**config.mk**
```make
export PLATFORM = sky130hd
export DESIGN_NAME = rotary_knob_gesture_mapper_unit
export DESIGN_NICKNAME = d
export VERILOG_FILES = /design/src/rtl/core/rkgm_pkg.sv /design/src/rtl/core/rkgm_cfg.sv /design/src/rtl/core/rkgm_core.sv /design/src/rtl/core/rkgm_queue.sv /design/src/rtl/core/rotary_knob_gesture_mapper_unit.sv
export SDC_FILE = /design/constraint.sdc
export NUM_CORES = 1
export LEC_CHECK = 0
export ABC_AREA = 1
export BUFFER_PORTS_ARGS = -buffer_cell sky130_fd_sc_hd__buf_2
export CORE_MARGIN = 8
export CORE_UTILIZATION = 30
export CTS_BUF_LIST = sky130_fd_sc_hd__clkbuf_8 sky130_fd_sc_hd__clkbuf_16
export CTS_CLUSTER_SIZE = 40
export DETAILED_ROUTE_END_ITERATION = 8
export HOLD_SLACK_MARGIN = 0.02
export SYNTH_ARGS = -nofsm -noshare
export SYNTH_HDL_FRONTEND = slang
export SYNTH_SLANG_ARGS = --single-unit
```
**constraint.sdc**
```tcl
create_clock -name aclk -period 3.16 [get_ports aclk]
set_input_delay 0 -clock aclk [delete_from_list [all_inputs] [get_ports aclk]]
set_output_delay 0 -clock aclk [all_outputs]
set_load 0.03 [all_outputs]
```
**src/rtl/core/rkgm_pkg.sv**
```systemverilog
// Package for the rotary knob gesture mapper: event and action codes,
// configuration and result types, queue sizing. No dependencies.
package rkgm_pkg;

    localparam int EvWidth     = 3;
    localparam int ActWidth    = 4;
    localparam int TicksWidth  = 16;
    localparam int RunWidth    = 8;
    localparam int CfgIdxWidth = 2;
    localparam int QueueDepth  = 4;
    localparam int QueuePtrW   = $clog2(QueueDepth);
    localparam int QueueCntW   = $clog2(QueueDepth + 1);

    localparam logic [TicksWidth-1:0] DefaultPressTicks = TicksWidth'(350);
    localparam logic [RunWidth-1:0]   RunMax = {RunWidth{1'b1}};

    typedef enum logic [EvWidth-1:0] {
        EV_LEFT     = 3'd0,
        EV_RIGHT    = 3'd1,
        EV_PRESSED  = 3'd2,
        EV_RELEASED = 3'd3,
        EV_TICK     = 3'd4
    } event_t;

    typedef enum logic [ActWidth-1:0] {
        ACT_KNOB_LEFT  = 4'd0,
        ACT_KNOB_RIGHT = 4'd1,
        ACT_KNOB_PUSH  = 4'd2,
        ACT_PLAY       = 4'd3,
        ACT_PAUSE      = 4'd4,
        ACT_PREV       = 4'd5,
        ACT_NEXT       = 4'd6,
        ACT_VOLDOWN    = 4'd7,
        ACT_VOLUP      = 4'd8,
        ACT_TOGGLE     = 4'd9,
        ACT_NAV_LEFT   = 4'd10
    } action_t;

    typedef enum logic [CfgIdxWidth-1:0] {
        CFG_RAW_MODE      = 2'd0,
        CFG_KNOB_ONLY     = 2'd1,
        CFG_VOL_HOLD      = 2'd2,
        CFG_PRESS_TICKS   = 2'd3
    } cfg_index_t;

    typedef struct packed {
        logic                  raw_mode;
        logic                  knob_only_mode;
        logic                  vol_hold;
        logic [TicksWidth-1:0] double_press_ticks;
    } cfg_t;

    typedef struct packed {
        logic [ActWidth-1:0] action_code;
        logic                is_press;
        logic                last_of_run;
    } result_t;

    typedef struct packed {
        logic [1:0] count;
        result_t    res0;
        result_t    res1;
    } core_out_t;

endpackage

```
**src/rtl/core/rkgm_cfg.sv**
```systemverilog
// Configuration register file of the gesture mapper.
// Depends on rkgm_pkg.
module rkgm_cfg import rkgm_pkg::*; (
    input  logic                   aclk,
    input  logic                   aresetn,
    input  logic                   cfg_valid,
    input  logic [CfgIdxWidth-1:0] cfg_index,
    input  logic [TicksWidth-1:0]  cfg_data,
    output logic                   cfg_ready,
    output cfg_t                   cfg
);

    cfg_t cfg_reg, cfg_next;

    assign cfg_ready = 1'b1;
    assign cfg       = cfg_reg;

    always_comb begin
        cfg_next = cfg_reg;
        if (cfg_valid) begin
            case (cfg_index)
                CFG_RAW_MODE:    cfg_next.raw_mode           = cfg_data[0];
                CFG_KNOB_ONLY:   cfg_next.knob_only_mode     = cfg_data[0];
                CFG_VOL_HOLD:    cfg_next.vol_hold           = cfg_data[0];
                CFG_PRESS_TICKS: cfg_next.double_press_ticks = cfg_data;
                default:         cfg_next = cfg_reg;
            endcase
        end
    end

    always_ff @(posedge aclk) begin
        if (!aresetn) begin
            cfg_reg.raw_mode           <= 1'b0;
            cfg_reg.knob_only_mode     <= 1'b0;
            cfg_reg.vol_hold           <= 1'b0;
            cfg_reg.double_press_ticks <= DefaultPressTicks;
        end else begin
            cfg_reg <= cfg_next;
        end
    end

endmodule

```
**src/rtl/core/rkgm_core.sv**
```systemverilog
// Gesture state and decode: maps one event to up to two actions.
// Depends on rkgm_pkg.
module rkgm_core import rkgm_pkg::*; (
    input  logic                aclk,
    input  logic                aresetn,
    input  cfg_t                cfg,
    input  logic                fire,
    input  logic [EvWidth-1:0]  event_kind,
    input  logic                hold_press,
    output core_out_t           out
);

    logic                  nav_reg, nav_next;
    logic                  click_reg, click_next;
    logic [RunWidth-1:0]   run_reg, run_next;
    logic                  tact_reg, tact_next;
    logic [TicksWidth-1:0] trem_reg, trem_next;

    logic [TicksWidth-1:0] start_val;
    logic [1:0]            n;
    logic [ActWidth-1:0]   a0, a1;
    logic                  p0;

    assign start_val = (cfg.double_press_ticks == '0) ? TicksWidth'(1) : cfg.double_press_ticks;

    always_comb begin
        nav_next   = nav_reg;
        click_next = click_reg;
        run_next   = run_reg;
        tact_next  = tact_reg;
        trem_next  = trem_reg;
        n  = 2'd0;
        a0 = ACT_KNOB_LEFT;
        a1 = ACT_KNOB_LEFT;
        p0 = 1'b1;

        if (event_kind == EV_TICK) begin
            if (tact_reg) begin
                if (trem_reg > TicksWidth'(1)) begin
                    trem_next = trem_reg - TicksWidth'(1);
                end else begin
                    tact_next = 1'b0;
                    trem_next = '0;
                    if (click_reg) begin
                        n = 2'd1;
                        a0 = ACT_KNOB_PUSH;
                        click_next = 1'b0;
                    end else if (run_reg != '0) begin
                        if (run_reg == RunWidth'(1)) begin
                            n = 2'd1;
                            a0 = ACT_KNOB_LEFT;
                        end
                        run_next = '0;
                    end
                end
            end
        end else if (event_kind > EV_TICK) begin
            n = 2'd0;
        end else if (cfg.raw_mode) begin
            n = 2'd1;
            case (event_kind)
                EV_LEFT:  a0 = ACT_KNOB_LEFT;
                EV_RIGHT: a0 = ACT_KNOB_RIGHT;
                default: begin
                    a0 = ACT_KNOB_PUSH;
                    p0 = (event_kind == EV_PRESSED);
                end
            endcase
        end else if (cfg.knob_only_mode) begin
            case (event_kind)
                EV_LEFT: begin
                    if (run_reg != '0) begin
                        n = (run_reg == RunWidth'(1)) ? 2'd2 : 2'd1;
                        a0 = ACT_KNOB_LEFT;
                        a1 = ACT_KNOB_LEFT;
                    end
                    tact_next = 1'b1;
                    trem_next = start_val;
                    if (run_reg != RunMax) run_next = run_reg + RunWidth'(1);
                end
                EV_RIGHT: begin
                    n = 2'd1;
                    if (run_reg == RunWidth'(1)) begin
                        a0 = ACT_PAUSE;
                        run_next  = '0;
                        tact_next = 1'b0;
                        trem_next = '0;
                    end else begin
                        a0 = ACT_KNOB_RIGHT;
                    end
                end
                EV_PRESSED: begin
                    if (hold_press) begin
                        n = 2'd1;
                        a0 = ACT_PLAY;
                    end else if (click_reg) begin
                        n = 2'd1;
                        a0 = ACT_NAV_LEFT;
                        tact_next = 1'b0;
                        trem_next = '0;
                    end else begin
                        tact_next = 1'b1;
                        trem_next = start_val;
                    end
                    click_next = ~click_reg;
                end
                default: n = 2'd0;
            endcase
        end else begin
            case (event_kind)
                EV_LEFT: begin
                    n = 2'd1;
                    if (nav_reg)           a0 = ACT_PREV;
                    else if (cfg.vol_hold) a0 = ACT_VOLDOWN;
                    else                   a0 = ACT_KNOB_LEFT;
                end
                EV_RIGHT: begin
                    n = 2'd1;
                    if (nav_reg)           a0 = ACT_NEXT;
                    else if (cfg.vol_hold) a0 = ACT_VOLUP;
                    else                   a0 = ACT_KNOB_RIGHT;
                end
                EV_PRESSED: begin
                    if (hold_press) begin
                        nav_next = ~nav_reg;
                    end else begin
                        n = 2'd1;
                        a0 = cfg.vol_hold ? ACT_TOGGLE : ACT_KNOB_PUSH;
                    end
                end
                default: n = 2'd0;
            endcase
        end
    end

    assign out.count            = n;
    assign out.res0.action_code = a0;
    assign out.res0.is_press    = p0;
    assign out.res0.last_of_run = (n == 2'd1);
    assign out.res1.action_code = a1;
    assign out.res1.is_press    = 1'b1;
    assign out.res1.last_of_run = 1'b1;

    always_ff @(posedge aclk) begin
        if (!aresetn) begin
            nav_reg   <= 1'b0;
            click_reg <= 1'b0;
            run_reg   <= '0;
            tact_reg  <= 1'b0;
            trem_reg  <= '0;
        end else if (fire) begin
            nav_reg   <= nav_next;
            click_reg <= click_next;
            run_reg   <= run_next;
            tact_reg  <= tact_next;
            trem_reg  <= trem_next;
        end
    end

endmodule

```
**src/rtl/core/rkgm_queue.sv**
```systemverilog
// Result queue: takes up to two results a cycle, hands out one.
// Depends on rkgm_pkg.
module rkgm_queue import rkgm_pkg::*; (
    input  logic                 aclk,
    input  logic                 aresetn,
    input  logic                 push,
    input  core_out_t            din,
    input  logic                 pop,
    output result_t              dout,
    output logic [QueueCntW-1:0] count
);

    result_t               mem_reg [QueueDepth];
    logic [QueuePtrW-1:0]  wr_ptr_reg, rd_ptr_reg;
    logic [QueueCntW-1:0]  cnt_reg, cnt_next;
    logic [1:0]            n_in;
    logic                  do_pop;

    assign n_in   = push ? din.count : 2'd0;
    assign do_pop = pop && (cnt_reg != '0);
    assign dout   = mem_reg[rd_ptr_reg];
    assign count  = cnt_reg;
    assign cnt_next = cnt_reg + QueueCntW'(n_in) - QueueCntW'(do_pop);

    always_ff @(posedge aclk) begin
        if (n_in != 2'd0) mem_reg[wr_ptr_reg] <= din.res0;
        if (n_in == 2'd2) mem_reg[wr_ptr_reg + QueuePtrW'(1)] <= din.res1;
    end

    always_ff @(posedge aclk) begin
        if (!aresetn) begin
            wr_ptr_reg <= '0;
            rd_ptr_reg <= '0;
            cnt_reg    <= '0;
        end else begin
            wr_ptr_reg <= wr_ptr_reg + QueuePtrW'(n_in);
            rd_ptr_reg <= rd_ptr_reg + QueuePtrW'(do_pop);
            cnt_reg    <= cnt_next;
        end
    end

endmodule

```
**src/rtl/core/rotary_knob_gesture_mapper_unit.sv**
```systemverilog
// Rotary knob gesture mapper, top level. Depends on rkgm_pkg, rkgm_cfg,
// rkgm_core and rkgm_queue.
// A request is registered at the input, then decoded and written into the result queue that feeds m_*.
// Throughput: one request per cycle while results drain at one per cycle and the queue
// has room for two more; a request giving two results occupies two queue entries (4-entry queue).
// Reset (aresetn low, synchronous) clears gesture state, timer and queue;
// registers return to defaults (period 350 ticks).
module rotary_knob_gesture_mapper_unit import rkgm_pkg::*; (
    input  logic                   aclk,
    input  logic                   aresetn,
    input  logic                   s_tvalid,
    output logic                   s_tready,
    input  logic [7:0]             s_tdata,   // [2:0] event_kind
    input  logic                   s_tuser,   // [0] hold_press
    output logic                   m_tvalid,
    input  logic                   m_tready,
    output logic [7:0]             m_tdata,   // [3:0] action_code
    output logic                   m_tuser,   // [0] is_press
    output logic                   m_tlast,   // last_of_run
    input  logic                   cfg_valid,
    output logic                   cfg_ready,
    input  logic [CfgIdxWidth-1:0] cfg_index,
    input  logic [TicksWidth-1:0]  cfg_data
);

    cfg_t                 cfg;
    core_out_t            core_out;
    result_t              q_dout;
    logic [QueueCntW-1:0] q_count;

    logic               in_valid_reg;
    logic [EvWidth-1:0] in_event_reg;
    logic               in_long_reg;
    logic               q_room;
    logic               proc_fire;

    assign q_room    = (q_count <= QueueCntW'(QueueDepth - 2));
    assign proc_fire = in_valid_reg && q_room;
    assign s_tready  = !in_valid_reg || proc_fire;

    always_ff @(posedge aclk) begin
        if (!aresetn) begin
            in_valid_reg <= 1'b0;
        end else if (s_tready) begin
            in_valid_reg <= s_tvalid;
        end
    end

    always_ff @(posedge aclk) begin
        if (s_tready && s_tvalid) begin
            in_event_reg <= s_tdata[EvWidth-1:0];
            in_long_reg  <= s_tuser;
        end
    end

    rkgm_cfg u_cfg (
        .aclk      (aclk),
        .aresetn   (aresetn),
        .cfg_valid (cfg_valid),
        .cfg_index (cfg_index),
        .cfg_data  (cfg_data),
        .cfg_ready (cfg_ready),
        .cfg       (cfg)
    );

    rkgm_core u_core (
        .aclk       (aclk),
        .aresetn    (aresetn),
        .cfg        (cfg),
        .fire       (proc_fire),
        .event_kind (in_event_reg),
        .hold_press (in_long_reg),
        .out        (core_out)
    );

    rkgm_queue u_queue (
        .aclk    (aclk),
        .aresetn (aresetn),
        .push    (proc_fire),
        .din     (core_out),
        .pop     (m_tready),
        .dout    (q_dout),
        .count   (q_count)
    );

    assign m_tvalid = (q_count != '0);
    assign m_tdata  = {{(8 - ActWidth){1'b0}}, q_dout.action_code};
    assign m_tuser  = q_dout.is_press;
    assign m_tlast  = q_dout.last_of_run;

    a_queue_bound: assert property (@(posedge aclk) disable iff (!aresetn)
        q_count <= QueueCntW'(QueueDepth))
        else $error("result queue overflow");

    a_result_shows: assert property (@(posedge aclk) disable iff (!aresetn)
        (proc_fire && core_out.count != 2'd0) |=> m_tvalid)
        else $error("decoded result not presented");

    a_held_input: assert property (@(posedge aclk) disable iff (!aresetn)
        (in_valid_reg && !q_room) |=> (in_valid_reg && $stable(in_event_reg)))
        else $error("pending request lost while queue full");

    a_reset_empty: assert property (@(posedge aclk)
        !aresetn |=> !m_tvalid)
        else $error("results present after reset");

endmodule

```
==> results_tabular.tex <==
\begin{tabular}{lr}
\hline
Metric & Value \\
\hline
\multicolumn{2}{l}{\textbf{Status}} \\
\quad Status & finished clean \\
\multicolumn{2}{l}{\textbf{Final layout}} \\
\quad Area delta synth->final & 19.4\% \\
\quad Final design instance area without fill & 5530 sq um \\
\quad End-of-flow core utilization & 0.365 \\
\quad Most frequent cells in the layout & sky130\_fd\_sc\_hd\_\_nand2\_1, sky130\_fd\_sc\_hd\_\_nor2\_1, sky130\_fd\_sc\_hd\_\_dfxtp\_1 \\
\quad Most frequent standard cell in the layout excluding fill and tap cells & sky130\_fd\_sc\_hd\_\_nand2\_1 \\
\quad Antenna Cells & 0 \\
\quad Final layout net count & 754 \\
\quad Share of layout cells above drive strength 1 & 0.138 \\
\quad Max reg flops & 24 \\
\multicolumn{2}{l}{\textbf{Floorplan}} \\
\quad Total core area & 15100 sq um \\
\quad Die Footprint & 19700 sq um \\
\quad Number of top-level design ports & 45 \\
\quad Chip height & 140 um \\
\quad Number of cell rows & 45 \\
\quad Die outline width & 140 um \\
\quad Initial Util & 0.306 \\
\multicolumn{2}{l}{\textbf{Clock network}} \\
\quad Number of gates resized after cts & 0 \\
\quad Clock latency at the later pin of the worst-skew pair & 330 ps \\
\quad Number of CTS-inserted buffers & 9 \\
\quad Num Clock Sinks & just over 80 \\
\quad Cts-stage hold buffer count & 25 \\
\quad Root Buffer Master & sky130\_fd\_sc\_hd\_\_clkbuf\_16 \\
\quad Clock-pin slew reported for the worst setup and hold paths after clock tree synthesis & 60 ps \\
\quad Count of H-tree levels built during CTS & 3 \\
\quad Setup Buffers After CTS & 0 \\
\quad Clock tree from TritonCTS & done \\
\quad Max Root-Sink Buffers & 2 \\
\multicolumn{2}{l}{\textbf{Synthesis}} \\
\quad Netlist cell types & 43 \\
\quad Ys flop type & sky130\_fd\_sc\_hd\_\_dfxtp\_1 \\
\quad Ys async rst share & 0 \\
\quad Synthesized area per cell & around 7 sq um \\
\quad Cell taking the most area after synthesis & sky130\_fd\_sc\_hd\_\_dfxtp\_1 \\
\quad Combined area of all synthesized cells & 4630 sq um \\
\quad Sequential element share of the synthesized area & 0.363 \\
\quad Synth warn & 0 \\
\quad Number of enable flip-flop cells after synthesis & 4 \\
\quad Area share of the leading cell type in the synthesized netlist & 0.337 \\
\quad Cells taking the most area after synthesis & sky130\_fd\_sc\_hd\_\_dfxtp\_1, sky130\_fd\_sc\_hd\_\_nand2\_1, sky130\_fd\_sc\_hd\_\_nor2\_1, sky130\_fd\_sc\_hd\_\_nand3\_1, sky130\_fd\_sc\_hd\_\_o21ai\_0 \\
\quad Seq cells post-synth & 82 \\
\quad Cell count after synthesis & about 660 \\
\multicolumn{2}{l}{\textbf{Setup path}} \\
\quad Crit path max fanout & 5 \\
\quad Endpoint type of the worst setup path & flip-flop \\
\quad Worst Path Class, Setup & flip-flop to flip-flop \\
\quad Arr. time, crit path & 2810 ps \\
\quad WP data required & 3380 ps \\
\quad Worst Setup Start Kind & flip-flop \\
\quad R2r worst-path depth & 14 \\
\multicolumn{2}{l}{\textbf{Detailed routing}} \\
\quad Number of search-and-repair iterations in the first detailed-routing pass & 7 \\
\quad Number of remaining DRC errors & 0 \\
\quad Vias after detailed routing & around 4400 \\
\quad Via density & 4.82 \\
\quad First DRT Iteration DRCs & between 200 and 300 \\
\quad Count of nets left with antenna violations after detail routing & 0 \\
\quad Total routed wirelength & 11300 um \\
\quad Average detailed-routed wire length per instance & roughly 12 um \\
\multicolumn{2}{l}{\textbf{Timing}} \\
\quad Setup\_tns & 0 ps \\
\quad Final hold violations & 0 \\
\quad Worst setup skew after layout & between 7 and 8 ps \\
\quad Slew Limit Fails & 0 \\
\quad Worst rel slew slack & 0.297 \\
\quad Tcrit/Tclk final & 0.820 \\
\quad Post-route worst setup slack & 568 ps \\
\quad RSZ-0062 raised after global routing & false \\
\quad Transition time at the pin with the least slew margin & 1050 ps \\
\quad Max Clock Freq & 386 MHz \\
\quad Period minus WS final & 2590 ps \\
\quad Number of failing setup endpoints in the final timing report & 0 \\
\multicolumn{2}{l}{\textbf{Min path}} \\
\quad Min-Delay Path Class & input pin to flip-flop \\
\quad Hold path cells & 3 \\
\multicolumn{2}{l}{\textbf{Placed design}} \\
\quad Buffers added on ports & 34 \\
\quad Placed Area & between 4000 and 5000 sq um \\
\quad Pre-CTS worst setup slack & 572 ps \\
\quad HPWL after detailed placement & 8060 um \\
\quad GPL Wtd Cong & 0.896 \\
\multicolumn{2}{l}{\textbf{Global routing}} \\
\quad Number of antenna violations at the first check in global routing & 0 \\
\quad Wire length of the first global-routing pass & 19000 um \\
\quad Via count of the first global-routing pass & $\sim$3900 \\
\quad Overall fraction of global-route tracks in use & 0.115 \\
\quad Overflow after GRT & 0 \\
\quad Maximum number of pins on one net before global-route repair & 41 \\
\multicolumn{2}{l}{\textbf{Run}} \\
\quad Maximum Capacitance Violations & 0 \\
\multicolumn{2}{l}{\textbf{Power}} \\
\quad Power per cell area & 597 nW/um\^{}2 \\
\quad Maximum vdd ir drop & between 0.4 and 0.5 mV \\
\quad Final Power & 3.30 mW \\
\quad Reported leakage power & roughly 2.5 nW \\
\hline
\end{tabular}
[critical path, stage by stage, from the launching register on]
cell and delay [ps]:
sky130_fd_sc_hd__dfxtp_1 400, sky130_fd_sc_hd__ha_1 170, sky130_fd_sc_hd__inv_1 40, sky130_fd_sc_hd__nor2_1 130
sky130_fd_sc_hd__nand2_2 110, sky130_fd_sc_hd__inv_1 90, sky130_fd_sc_hd__nand2_1 100, sky130_fd_sc_hd__nor3_1 230
sky130_fd_sc_hd__inv_1 80, sky130_fd_sc_hd__ha_1 280, sky130_fd_sc_hd__inv_1 50, sky130_fd_sc_hd__fa_1 430
sky130_fd_sc_hd__xor2_1 180, sky130_fd_sc_hd__o21ai_0 150, sky130_fd_sc_hd__a21oi_1 60
[Yosys cell counts (5+ instances only)]
master                     instances
sky130_fd_sc_hd__o21ai_0          58
sky130_fd_sc_hd__xor2_1           11
sky130_fd_sc_hd__nor2_2            6
sky130_fd_sc_hd__nor2_1          102
sky130_fd_sc_hd__nand2_1         107
sky130_fd_sc_hd__nand4_1           6
sky130_fd_sc_hd__inv_1            65
sky130_fd_sc_hd__a21oi_1          38
sky130_fd_sc_hd__o22ai_1           6
sky130_fd_sc_hd__dfxtp_1          78
sky130_fd_sc_hd__buf_4            10
sky130_fd_sc_hd__nor4_1            9
sky130_fd_sc_hd__nor3_1            8
sky130_fd_sc_hd__a31oi_1           5
sky130_fd_sc_hd__nand2_4           6
sky130_fd_sc_hd__nand2_2           7
sky130_fd_sc_hd__nand3_1          59
sky130_fd_sc_hd__clkbuf_1         11
sky130_fd_sc_hd__a211oi_1          5
sky130_fd_sc_hd__inv_2             5
sky130_fd_sc_hd__a221oi_2          7
sky130_fd_sc_hd__ha_1             10
[report_power, final]
group / leakage, nW / total [mW] / switching (mW) / internal (mW)
combinational: 1.68 / 0.908 / 0.610 / 0.298
clock: 0.166 / 1.17 / 0.426 / 0.739
sequential: 0.674 / 1.23 / 0.0762 / 1.15
[layer usage]
layer / vias up / share of wire / track usage
met5: - / 0 / 0
met4: 0 / 0.012 / 0.0383
met3: 10 / 0.047 / 0.0241
met2: 107 / 0.43 / 0.172
met1: 1965 / 0.51 / 0.160
li1: 2272 / - / -
[path summary, 6_finish.rpt]
| kind | end | from | slack, ps |
|---|---|---|---|
| hold reg to reg | u_queue.mem_reg[1][1]$_SDFFE_PP1P_ | u_queue.mem_reg[1][1]$_SDFFE_PP1P_ | 460 |
| hold / removal | u_cfg.cfg[18]$_SDFFE_PN0P_ | cfg_valid | 60 |
| setup reg to reg | u_queue.count[2]$_SDFF_PN0_ | u_core.run_reg[0]$_SDFFE_PN0P_ | 570 |
| setup / recovery | u_queue.count[2]$_SDFF_PN0_ | u_core.run_reg[0]$_SDFFE_PN0P_ | 570 |
[per-stage QoR]
stage / hold slack, ps / std cells
3_5_place_dp: 178 / 863
3_3_place_gp: 181 / 863
6_report: 58.5 / 904
4_1_cts: 27.8 / 904
5_1_grt: 51.6 / 904
2_1_floorplan: 98.9 / 662
[layout make-up]
| cell class | instances | area (sq um) |
|---|---|---|
| inverters | 73 | 277 |
| well taps | 188 | 235 |
| fillers | 1579 | 9620 |
| clock buffers | 11 | 253 |
| flip-flops and latches | 82 | 1680 |
| clock inverters | 5 | 86.3 |
| repair buffers | 66 | 473 |
| multi-input cells | 479 | 2520 |
[kinds of logic (layout without fill, tap and decap cells)]
| group | Yosys count | after routing | synth area share |
|---|---|---|---|
| AND/OR/NAND/NOR | 319 | 319 | 0.309 |
| AO/OA/AOI/OAI | 129 | 129 | 0.171 |
| adder cells (fa/ha/maj) | 11 | 11 | 0.0314 |
| XOR/XNOR | 15 | 15 | 0.0284 |
| other | 2 | 5 | 0.00162 |
| buffers and inverters | 101 | 155 | 0.0946 |
| flip-flops | 82 | 82 | 0.363 |
Note: power is estimated with default switching activity, not from simulation.
